--- config.mk ---
export PLATFORM = sky130hd
export DESIGN_NAME = aem_ram
export DESIGN_NICKNAME = d
export VERILOG_FILES = /design/src/aem_ram.sv
export SDC_FILE = /design/constraint.sdc
export NUM_CORES = 1
export LEC_CHECK = 0
export BUFFER_PORTS_ARGS = -buffer_cell sky130_fd_sc_hd__buf_2
export CAP_MARGIN = 20
export CORE_ASPECT_RATIO = 1.25
export CORE_MARGIN = 2
export CORE_UTILIZATION = 35
export DETAILED_ROUTE_END_ITERATION = 10
export GPL_TIMING_DRIVEN = 1
export PLACE_DENSITY = 0.63
export SYNTH_ARGS = -nofsm -noshare
export SYNTH_HDL_FRONTEND = slang
export SYNTH_SLANG_ARGS = --single-unit
--- constraint.sdc ---
create_clock -name clk -period 1.88 [get_ports clk]
set_clock_uncertainty 0.05 [all_clocks]
set_input_delay 0.282 -clock clk [delete_from_list [all_inputs] [get_ports clk]]
set_output_delay 0.282 -clock clk [all_outputs]
set_load 0.01 [all_outputs]
--- src/aem_ram.sv ---
`timescale 1ns / 1ps
// Generic simple dual-port RAM with one write port and a registered read port.
// No dependencies.
module aem_ram #(
    parameter int WIDTH = 8,
    parameter int DEPTH = 16,
    localparam int AW = (DEPTH > 1) ? $clog2(DEPTH) : 1
) (
    input  logic             clk,
    input  logic             we,
    input  logic [AW-1:0]    waddr,
    input  logic [WIDTH-1:0] wdata,
    input  logic [AW-1:0]    raddr,
    output logic [WIDTH-1:0] rdata
);

    logic [WIDTH-1:0] mem [DEPTH];

    always_ff @(posedge clk)
    begin
        if (we)
        begin
            mem[waddr] <= wdata;
        end
        rdata <= mem[raddr];
    end

endmodule

==> results of run 1 <==
## per-layer routing
metal	routed length [microns]	vias up	GRT usage [%]
met5	0	-	0
met3	518	12	4.138
li1	-	1089	-
met1	4451	1262	18.75
met4	125	0	4.814
met2	5035	73	21.46
## stage by stage
| step | hold WS, ps | cell area (sq um) | utilization [%] |
|---|---|---|---|
| finish | 196.0 | 6156 | 42.73 |
| global route | 187.8 | 6156 | 42.73 |
| CTS | 179.9 | 6156 | 42.73 |
| detailed placement | 620.8 | 5599 | 38.86 |
| global placement | 606.1 | 5599 | 38.86 |
| floorplan | 330.9 | 5147 | - |
## registers in the layout, indices dropped and copies added, names as in the netlist
register	count
mem	128
rdata	8
## path summary, 6_finish.rpt
| path | startpoint | to | slack, ps | cells past startpoint |
|---|---|---|---|---|
| max | mem[8][2] | rdata[2] | 410 | 3 |
| min | wdata[0] | mem[6][0] | 200 | 1 |
| max reg2reg | mem[8][2] | rdata[2] | 410 | 3 |
| min reg2reg | mem[14][7] | rdata[7] | 630 | 3 |
## synthesized netlist by cell type
| cell type | number | area, sq um |
|---|---|---|
| a22oi_1 | 16 | 120.1 |
| nor2_1 | 13 | 48.80 |
| clkdlybuf4s25_2 | 3 | 30.03 |
| buf_4 | 1 | 7.510 |
| edfxtp_1 | 128 | 3844 |
| or3b_2 | 1 | 8.760 |
| dfxtp_1 | 8 | 160.2 |
| nor2b_1 | 1 | 6.260 |
| buf_2 | 3 | 15.01 |
| nand3_1 | 1 | 5.000 |
| nand2_1 | 9 | 33.78 |
| and2b_1 | 1 | 7.510 |
| mux4_2 | 18 | 405.4 |
| nor3_1 | 4 | 20.02 |
| nand3b_1 | 2 | 15.01 |
| mux4_1 | 14 | 367.9 |
| and2_1 | 1 | 6.260 |
| nand2b_1 | 2 | 12.51 |
| buf_6 | 3 | 33.78 |
## cell families after synthesis
family,Yosys count,synth area share (%)
AOI/OAI and AO/OA,16,2.334
buffers and inverters,10,1.677
DFF,136,77.78
muxes,32,15.02
and+or+nand+nor,35,3.184
## cell type report
type	count	area [sq um]
well taps	178	222.7
repair buffers	47	315.3
multi-input cells	83	1057
fillers	1202	8252
clock inverters	14	127.6
clock buffers	18	429.2
flip-flops and latches	136	4004
## power breakdown
part	internal, W	switching, W	total [W]
sequential	0.00339	0.0000248	0.00342
clock	0.00182	0.00122	0.00304
combinational	0.000140	0.000184	0.000323
## worst reg2reg max path: stages, from the launching register on
cell      delay, ps
edfxtp_1        360
mux4_1          500
a22oi_1         330
nand2_1         110
==> flow_metrics.tcl, run 1 <==
set metrics [dict create \
    outcome "complete, no violations" \
    synth_nets 247 \
    ys_seq_area_share_pct 77.78 \
    worst_slack_ps 412.4 \
    die_height_microns 139.6 \
    p_leak_nw 2.082 \
    cp.required_ps 2110 \
    hold_viol 0 \
    antenna_found_initial 0 \
    cts.sinks 136 \
    finalPower_w 0.006782 \
    grt.total_usage_pct 13.84 \
    antenna_left 0 \
    layout.nets 303 \
    ir_worst_vdd_v 0.0005169 \
    yosysUniqueCellTypes 19 \
    drv_slew 0 \
    p_per_area_nw_per_um2 1102 \
    clockBufferDepth 2 \
    io_pins 26 \
    synth_area_sq_um 5147 \
    num_vias 2436 \
    cp_max_fo 1 \
    worstMarginPinSlew_ps 423.1 \
    ctsHoldBuffers 0 \
    hpwl_microns 6619 \
    die_width_microns 112.5 \
    max_stage_delay_ps 500 \
    clock-root-buffer "clkbuf_16" \
    syn2layout_area_growth_pct 19.59 \
    max-slew-margin-rel_pct 71.73 \
    n_antenna_cell 0 \
    dpl_worst_slack_ps 1.767 \
    hp-class "primary input to flop" \
    clock_latency_ps 410 \
    synth-seq-cells 136 \
    worst_path_max_delay_cell "mux4_1" \
    rsz0062_at_grt "false" \
    path_cells "mux4_1 -> a22oi_1 -> nand2_1" \
    grt_pass1_wl_microns 15560 \
    rows 49 \
    maxCapViolations 0 \
    die_area_sq_um 15700 \
    drc 0 \
    start_util_pct 35.73 \
    layout_min_cycle_time_ps 1468 \
    fin_crit_sh_pct 78.06 \
    gp_congestion 0.6854 \
    start_kind "flop" \
    clkSlewWorstSetupHoldPaths_ps 60 \
    numCtsBuffers 17 \
    port_buffers 25 \
    final_common_cell "edfxtp_1" \
    avgSynthCellArea_sq_um 22.48 \
    drt_pass1_iterations 4 \
    yosysWarnings 0 \
    drive_gt1_share_pct 32.55 \
    grt_max_degree 33 \
    cts_tree "done" \
    post-place-cells 444 \
    post_cts_buffers 0 \
    arrival_ps 1700 \
    fin_tns_setup_ps 0 \
    fmax_mhz 681.4 \
    layout_common_cells "edfxtp_1 (128), buf_2 (25), buf_4 (20)" \
    ctsResizeCount 0 \
    wl_microns 10130 \
    cp_top_family "multiplexers" \
    cts_max_level 4 \
    setup_viol 0 \
    drt_iter0_drc 118 \
    syn_inst 229 \
    grt_pass1_vias 2533 \
    core_area_sq_um 14410 \
    vias_per_cell 5.118 \
    cp-end-kind "flop" \
    critPathBufInv 0 \
    wl_per_cell_microns 21.28 \
    crit_type "flop to flop" \
    instances_no_fill 476 \
    grt-ovfl-total 0 \
]
No activity file was read; power rests on OpenSTA's default activity.
==> run 2: changes to the inputs <==
--- a/config.mk
+++ b/config.mk
@@ -12,7 +12,7 @@
 export CORE_UTILIZATION = 35
 export DETAILED_ROUTE_END_ITERATION = 10
 export GPL_TIMING_DRIVEN = 1
-export PLACE_DENSITY = 0.63
+export PLACE_DENSITY = 0.61
 export SYNTH_ARGS = -nofsm -noshare
 export SYNTH_HDL_FRONTEND = slang
 export SYNTH_SLANG_ARGS = --single-unit
==> constraint.sdc (replaced) <==
create_clock -name clk -period 1.4 [get_ports clk]
set_clock_uncertainty 0.05 [all_clocks]
set_input_delay 0.21 -clock clk [delete_from_list [all_inputs] [get_ports clk]]
set_output_delay 0.21 -clock clk [all_outputs]
set_load 0.01 [all_outputs]
==> flow_metrics.tcl, run 2 (synthesis gave the netlist of run 1 again) <==
set metrics [dict create \
    clkSlewWorstSetupHoldPaths_ps 60 \
    largest_register "mem" \
    layout.nets 311 \
    die_width_microns 112.5 \
    ir_worst_vdd_v 0.0007868 \
    power_switching_w 0.001878 \
    antenna_found_initial 0 \
    die_area_sq_um 15700 \
    clock-root-buffer "clkbuf_16" \
    cts_max_level 4 \
    gp_congestion 0.7425 \
    crit_type "flop to flop" \
    post_cts_buffers 0 \
    grt.total_usage_pct 13.78 \
    path_cells "mux4_1 -> a22oi_2 -> nand2_1" \
    hp-class "primary input to flop" \
    combPwrFrac_pct 5.1 \
    wl_microns 9957 \
    n_antenna_cell 0 \
    grt_pass1_vias 2668 \
    fmax_mhz 734.2 \
    hpwl_microns 6682 \
    maxCapViolations 0 \
    vias_per_cell 5.095 \
    reg2reg_depth 3 \
    layout_min_cycle_time_ps 1362 \
    num_vias 2466 \
    largest_reg_flops 128 \
    fin_crit_sh_pct 97.29 \
    cp-end-kind "flop" \
    p_leak_nw 2.143 \
    top_layer_used "met4" \
    r2r-start "mem[9][4]" \
    drt_iter0_drc 153 \
    wl_per_cell_microns 20.57 \
    drt_pass1_iterations 4 \
    layout_common_cells "edfxtp_1 (128), buf_4 (26), buf_2 (25)" \
    clock_latency_ps 410 \
    clockBufferDepth 2 \
    start_kind "flop" \
    cp.required_ps 1640 \
    hold_viol 0 \
    core_area_sq_um 14410 \
    cts_tree "done" \
    max_stage_delay_ps 530 \
    worstMarginPinSlew_ps 723.8 \
    drv_slew 0 \
    numCtsBuffers 17 \
    start_util_pct 35.73 \
    rrSetupSlack_ps 40 \
    p_int_w 0.007421 \
    rows 49 \
    worst_slack_ps 37.99 \
    hold_end "mem[14][4]" \
    arrival_ps 1610 \
    drive_gt1_share_pct 38.24 \
    pwr-share-clk_pct 45.6 \
    hp-start "wdata[4]" \
    seqPwrFrac_pct 49.3 \
    dpl_worst_slack_ps -359.0 \
    grt_max_degree 17 \
    io_pins 26 \
    hold_ws_ps 129.6 \
    regToRegEndpoint "rdata[4]" \
    syn2layout_area_growth_pct 22.39 \
    rsz0062_at_grt "false" \
    drc 0 \
    max-slew-margin-rel_pct 51.57 \
    port_buffers 25 \
    cp_max_fo 1 \
    grt-ovfl-total 0 \
    grt_pass1_wl_microns 15650 \
    die_height_microns 139.6 \
    outcome "complete, no violations" \
    sw_frac_of_total_pct 20.19 \
    cts.sinks 136 \
    wl_met1_microns 4268 \
    top_regs "mem: 128 flops, rdata: 8 flops" \
    final_common_cell "edfxtp_1" \
    met2_length_microns 5007 \
    dr_wl_met3_microns 524 \
    hold_depth 1 \
    antenna_left 0 \
    p_per_area_nw_per_um2 1476 \
    worst_path_max_delay_cell "mux4_1" \
    setup_viol 0 \
]
run 2: changes by cell type in the layout (fill, tap and decap cells not counted), moves of 2 or more:
cell and change:
a22oi_1 -7, a22oi_2 +7, buf_12 +2, buf_4 +6, clkinv_2 +3, clkinv_4 -4
mux4_1 -2, mux4_2 +2, nor3_1 -3, nor3_2 +3
run 2: worst max path at each step:
stage | startpoint | cells past startpoint | slack (ps) | end
detailed placement | raddr[0] | 6 | -360 | rdata[2]
CTS | mem[5][1] | 3 | 2 | rdata[1]
floorplan | waddr[2] | 2 | -130 | mem[3][0]
finish | mem[9][4] | 3 | 40 | rdata[4]
global placement | raddr[0] | 6 | -370 | rdata[2]
global route | mem[1][3] | 3 | 4 | rdata[3]
run 2: what timing repair did:
item / 4_1_cts / 5_1_grt
gates resized for setup: 4 / 5
endpoints found under the setup margin: 4 / 3
hold buffers: 0 / 0
run 2: metrics by stage:
step                      total power [W]  cells  util, %  TNS (ps)  cell area (sq um)
after detailed placement         0.005140    452    39.56     -5736               5699
final                            0.009299    484    43.73         0               6300
after CTS                        0.009371    484    43.67         0               6292
after global placement           0.005128    452    39.56     -5355               5699
after floorplan                  0.004904    229        -     -3903               5170
after global routing             0.009626    484    43.73         0               6300
run 2: power groups by stage:
stage                     registers [W]  clock network (W)  logic (W)
after floorplan                 0.00467                  0   0.000235
after global placement          0.00467                  0   0.000461
after detailed placement        0.00467                  0   0.000471
after CTS                       0.00459            0.00430   0.000481
after global routing            0.00459            0.00452   0.000519
final                           0.00458            0.00424   0.000476
run 2: worst max-delay path, delay by kind of cell (launching register included):
kind             cells  cell delay [ps]
flip-flops           1              370
AND/OR/NAND/NOR      1               70
AO/OA/AOI/OAI        1              230
multiplexers         1              530
run 2: metal layers:
| layer | global-route usage (%) | vias up |
|---|---|---|
| met2 | 22.13 | 74 |
| met3 | 4.051 | 11 |
| met1 | 17.94 | 1278 |
| li1 | - | 1103 |
| met5 | 0 | - |
| met4 | 4.942 | 0 |
run 2: layout make-up:
cell class | instances | area [sq um]
fill | 1197 | 8108
tap | 178 | 222.7
sequential | 136 | 4004
timing repair buffer | 55 | 400.4
clock inverter | 13 | 130.1
clock buffer | 19 | 442.9
multi-input combinational | 83 | 1100
==> run 3: changes to the inputs <==
==> constraint.sdc (replaced) <==
create_clock -name clk -period 1.66 [get_ports clk]
set_clock_uncertainty 0.05 [all_clocks]
set_input_delay 0.249 -clock clk [delete_from_list [all_inputs] [get_ports clk]]
set_output_delay 0.249 -clock clk [all_outputs]
set_load 0.01 [all_outputs]
==> flow_metrics.tcl, run 3 (synthesis gave the netlist of run 1 again) <==
set metrics [dict create \
    seqPwrFrac_pct 46.1 \
    cp.required_ps 1900 \
    start_util_pct 35.73 \
    hp-class "primary input to flop" \
    largest_reg_flops 128 \
    seq_area_sq_um 4004 \
    top_regs "mem: 128 flops, rdata: 8 flops" \
    combPwrFrac_pct 4.6 \
    rsz0062_at_grt "false" \
    layout_min_cycle_time_ps 1405 \
    die_area_sq_um 15700 \
    fin_crit_sh_pct 84.63 \
    gp_congestion 0.7303 \
    cp-end-kind "flop" \
    cts_tree "done" \
    fin_util_pct 44.11 \
    fmax_mhz 711.8 \
    numCtsBuffers 17 \
    finalPower_w 0.008385 \
    clockBufferDepth 2 \
    dpl_worst_slack_ps -32.88 \
    grt_pass1_wl_microns 15230 \
    wl_per_cell_microns 20.56 \
    layout_common_cells "edfxtp_1 (128), buf_4 (27), buf_2 (25)" \
    pwr-share-clk_pct 49.4 \
    start_kind "flop" \
    maxCapViolations 0 \
    die_width_microns 112.5 \
    syn2layout_area_growth_pct 23.46 \
    max-slew-margin-rel_pct 45.33 \
    drt_iter0_drc 202 \
    io_pins 26 \
    vias_per_cell 5.023 \
    cts.sinks 136 \
    drc 0 \
    ctsHoldBuffers 0 \
    n_antenna_cell 0 \
    clock_latency_ps 410 \
    sw_frac_of_total_pct 18.66 \
    p_leak_nw 2.189 \
    arrival_ps 1640 \
    layout.nets 312 \
    crit_type "flop to flop" \
    multi_input_area_sq_um 1062 \
    rows 49 \
    grt-ovfl-total 0 \
    hpwl_microns 6655 \
    cp_max_fo 1 \
    drive_gt1_share_pct 33.88 \
    antenna_left 0 \
    drv_slew 0 \
    p_int_w 0.006821 \
    clock-root-buffer "clkbuf_16" \
    hold_viol 0 \
    num_vias 2436 \
    grt.total_usage_pct 13.58 \
    worstMarginPinSlew_ps 818.4 \
    wl_microns 9974 \
    clkSlewWorstSetupHoldPaths_ps 50 \
    post-place-cells 453 \
    grt_max_degree 18 \
    setup_viol 0 \
    largest_register "mem" \
    final_common_cell "edfxtp_1" \
    power_switching_w 0.001565 \
    drt_pass1_iterations 4 \
    hold_ws_ps 170.2 \
    post_cts_buffers 0 \
    port_buffers 25 \
    ctsResizeCount 0 \
    worst_slack_ps 255.1 \
    antenna_found_initial 0 \
    outcome "complete, no violations" \
    cts_max_level 4 \
    ir_worst_vdd_v 0.0008623 \
    p_per_area_nw_per_um2 1320 \
    grt_pass1_vias 2533 \
    core_area_sq_um 14410 \
    instances_no_fill 485 \
    die_height_microns 139.6 \
    fillCellCount 1197 \
]
-- run 3: final cells by class --
type                       count  area share (%)
timing repair buffer          56           6.419
multi-input combinational     83           16.72
clock inverter                13           3.544
tap                          178           3.505
clock buffer                  19           6.812
sequential                   136           63.00
-- run 3: worst paths after layout --
kind | cells past startpoint | slack [ps] | start | end
setup / recovery | 3 | 260 | mem[0][3] | rdata[3]
hold / removal | 1 | 170 | wdata[5] | mem[14][5]
setup reg to reg | 3 | 260 | mem[0][3] | rdata[3]
hold reg to reg | 3 | 620 | mem[11][4] | rdata[4]
-- run 3: routing by layer --
| layer | GRT usage (%) | wire length (microns) | up-vias |
|---|---|---|---|
| met5 | 0 | 0 | - |
| met4 | 4.172 | 66 | 0 |
| met3 | 4.617 | 539 | 5 |
| met2 | 22.51 | 5151 | 75 |
| met1 | 16.94 | 4216 | 1251 |
| li1 | - | - | 1105 |
-- run 3: power groups by stage --
stage | clock network, W | registers (W) | logic (W)
finish | 0.00414 | 0.00386 | 0.000384
global route | 0.00436 | 0.00387 | 0.000420
floorplan | 0 | 0.00394 | 0.000195
CTS | 0.00420 | 0.00386 | 0.000393
global placement | 0 | 0.00393 | 0.000382
detailed placement | 0 | 0.00394 | 0.000392
-- run 3: metrics by stage --
step,TNS [ps],area [sq um]
after floorplan,0,5152
after CTS,0,6355
after global placement,-61.78,5697
after global routing,0,6355
after detailed placement,-54.94,5697
final,0,6355
-- run 3: critical path, stage by stage (launching register included) --
cell and delay [ps]:
edfxtp_1 360, mux4_1 500, a22oi_1 290, nand2_1 90
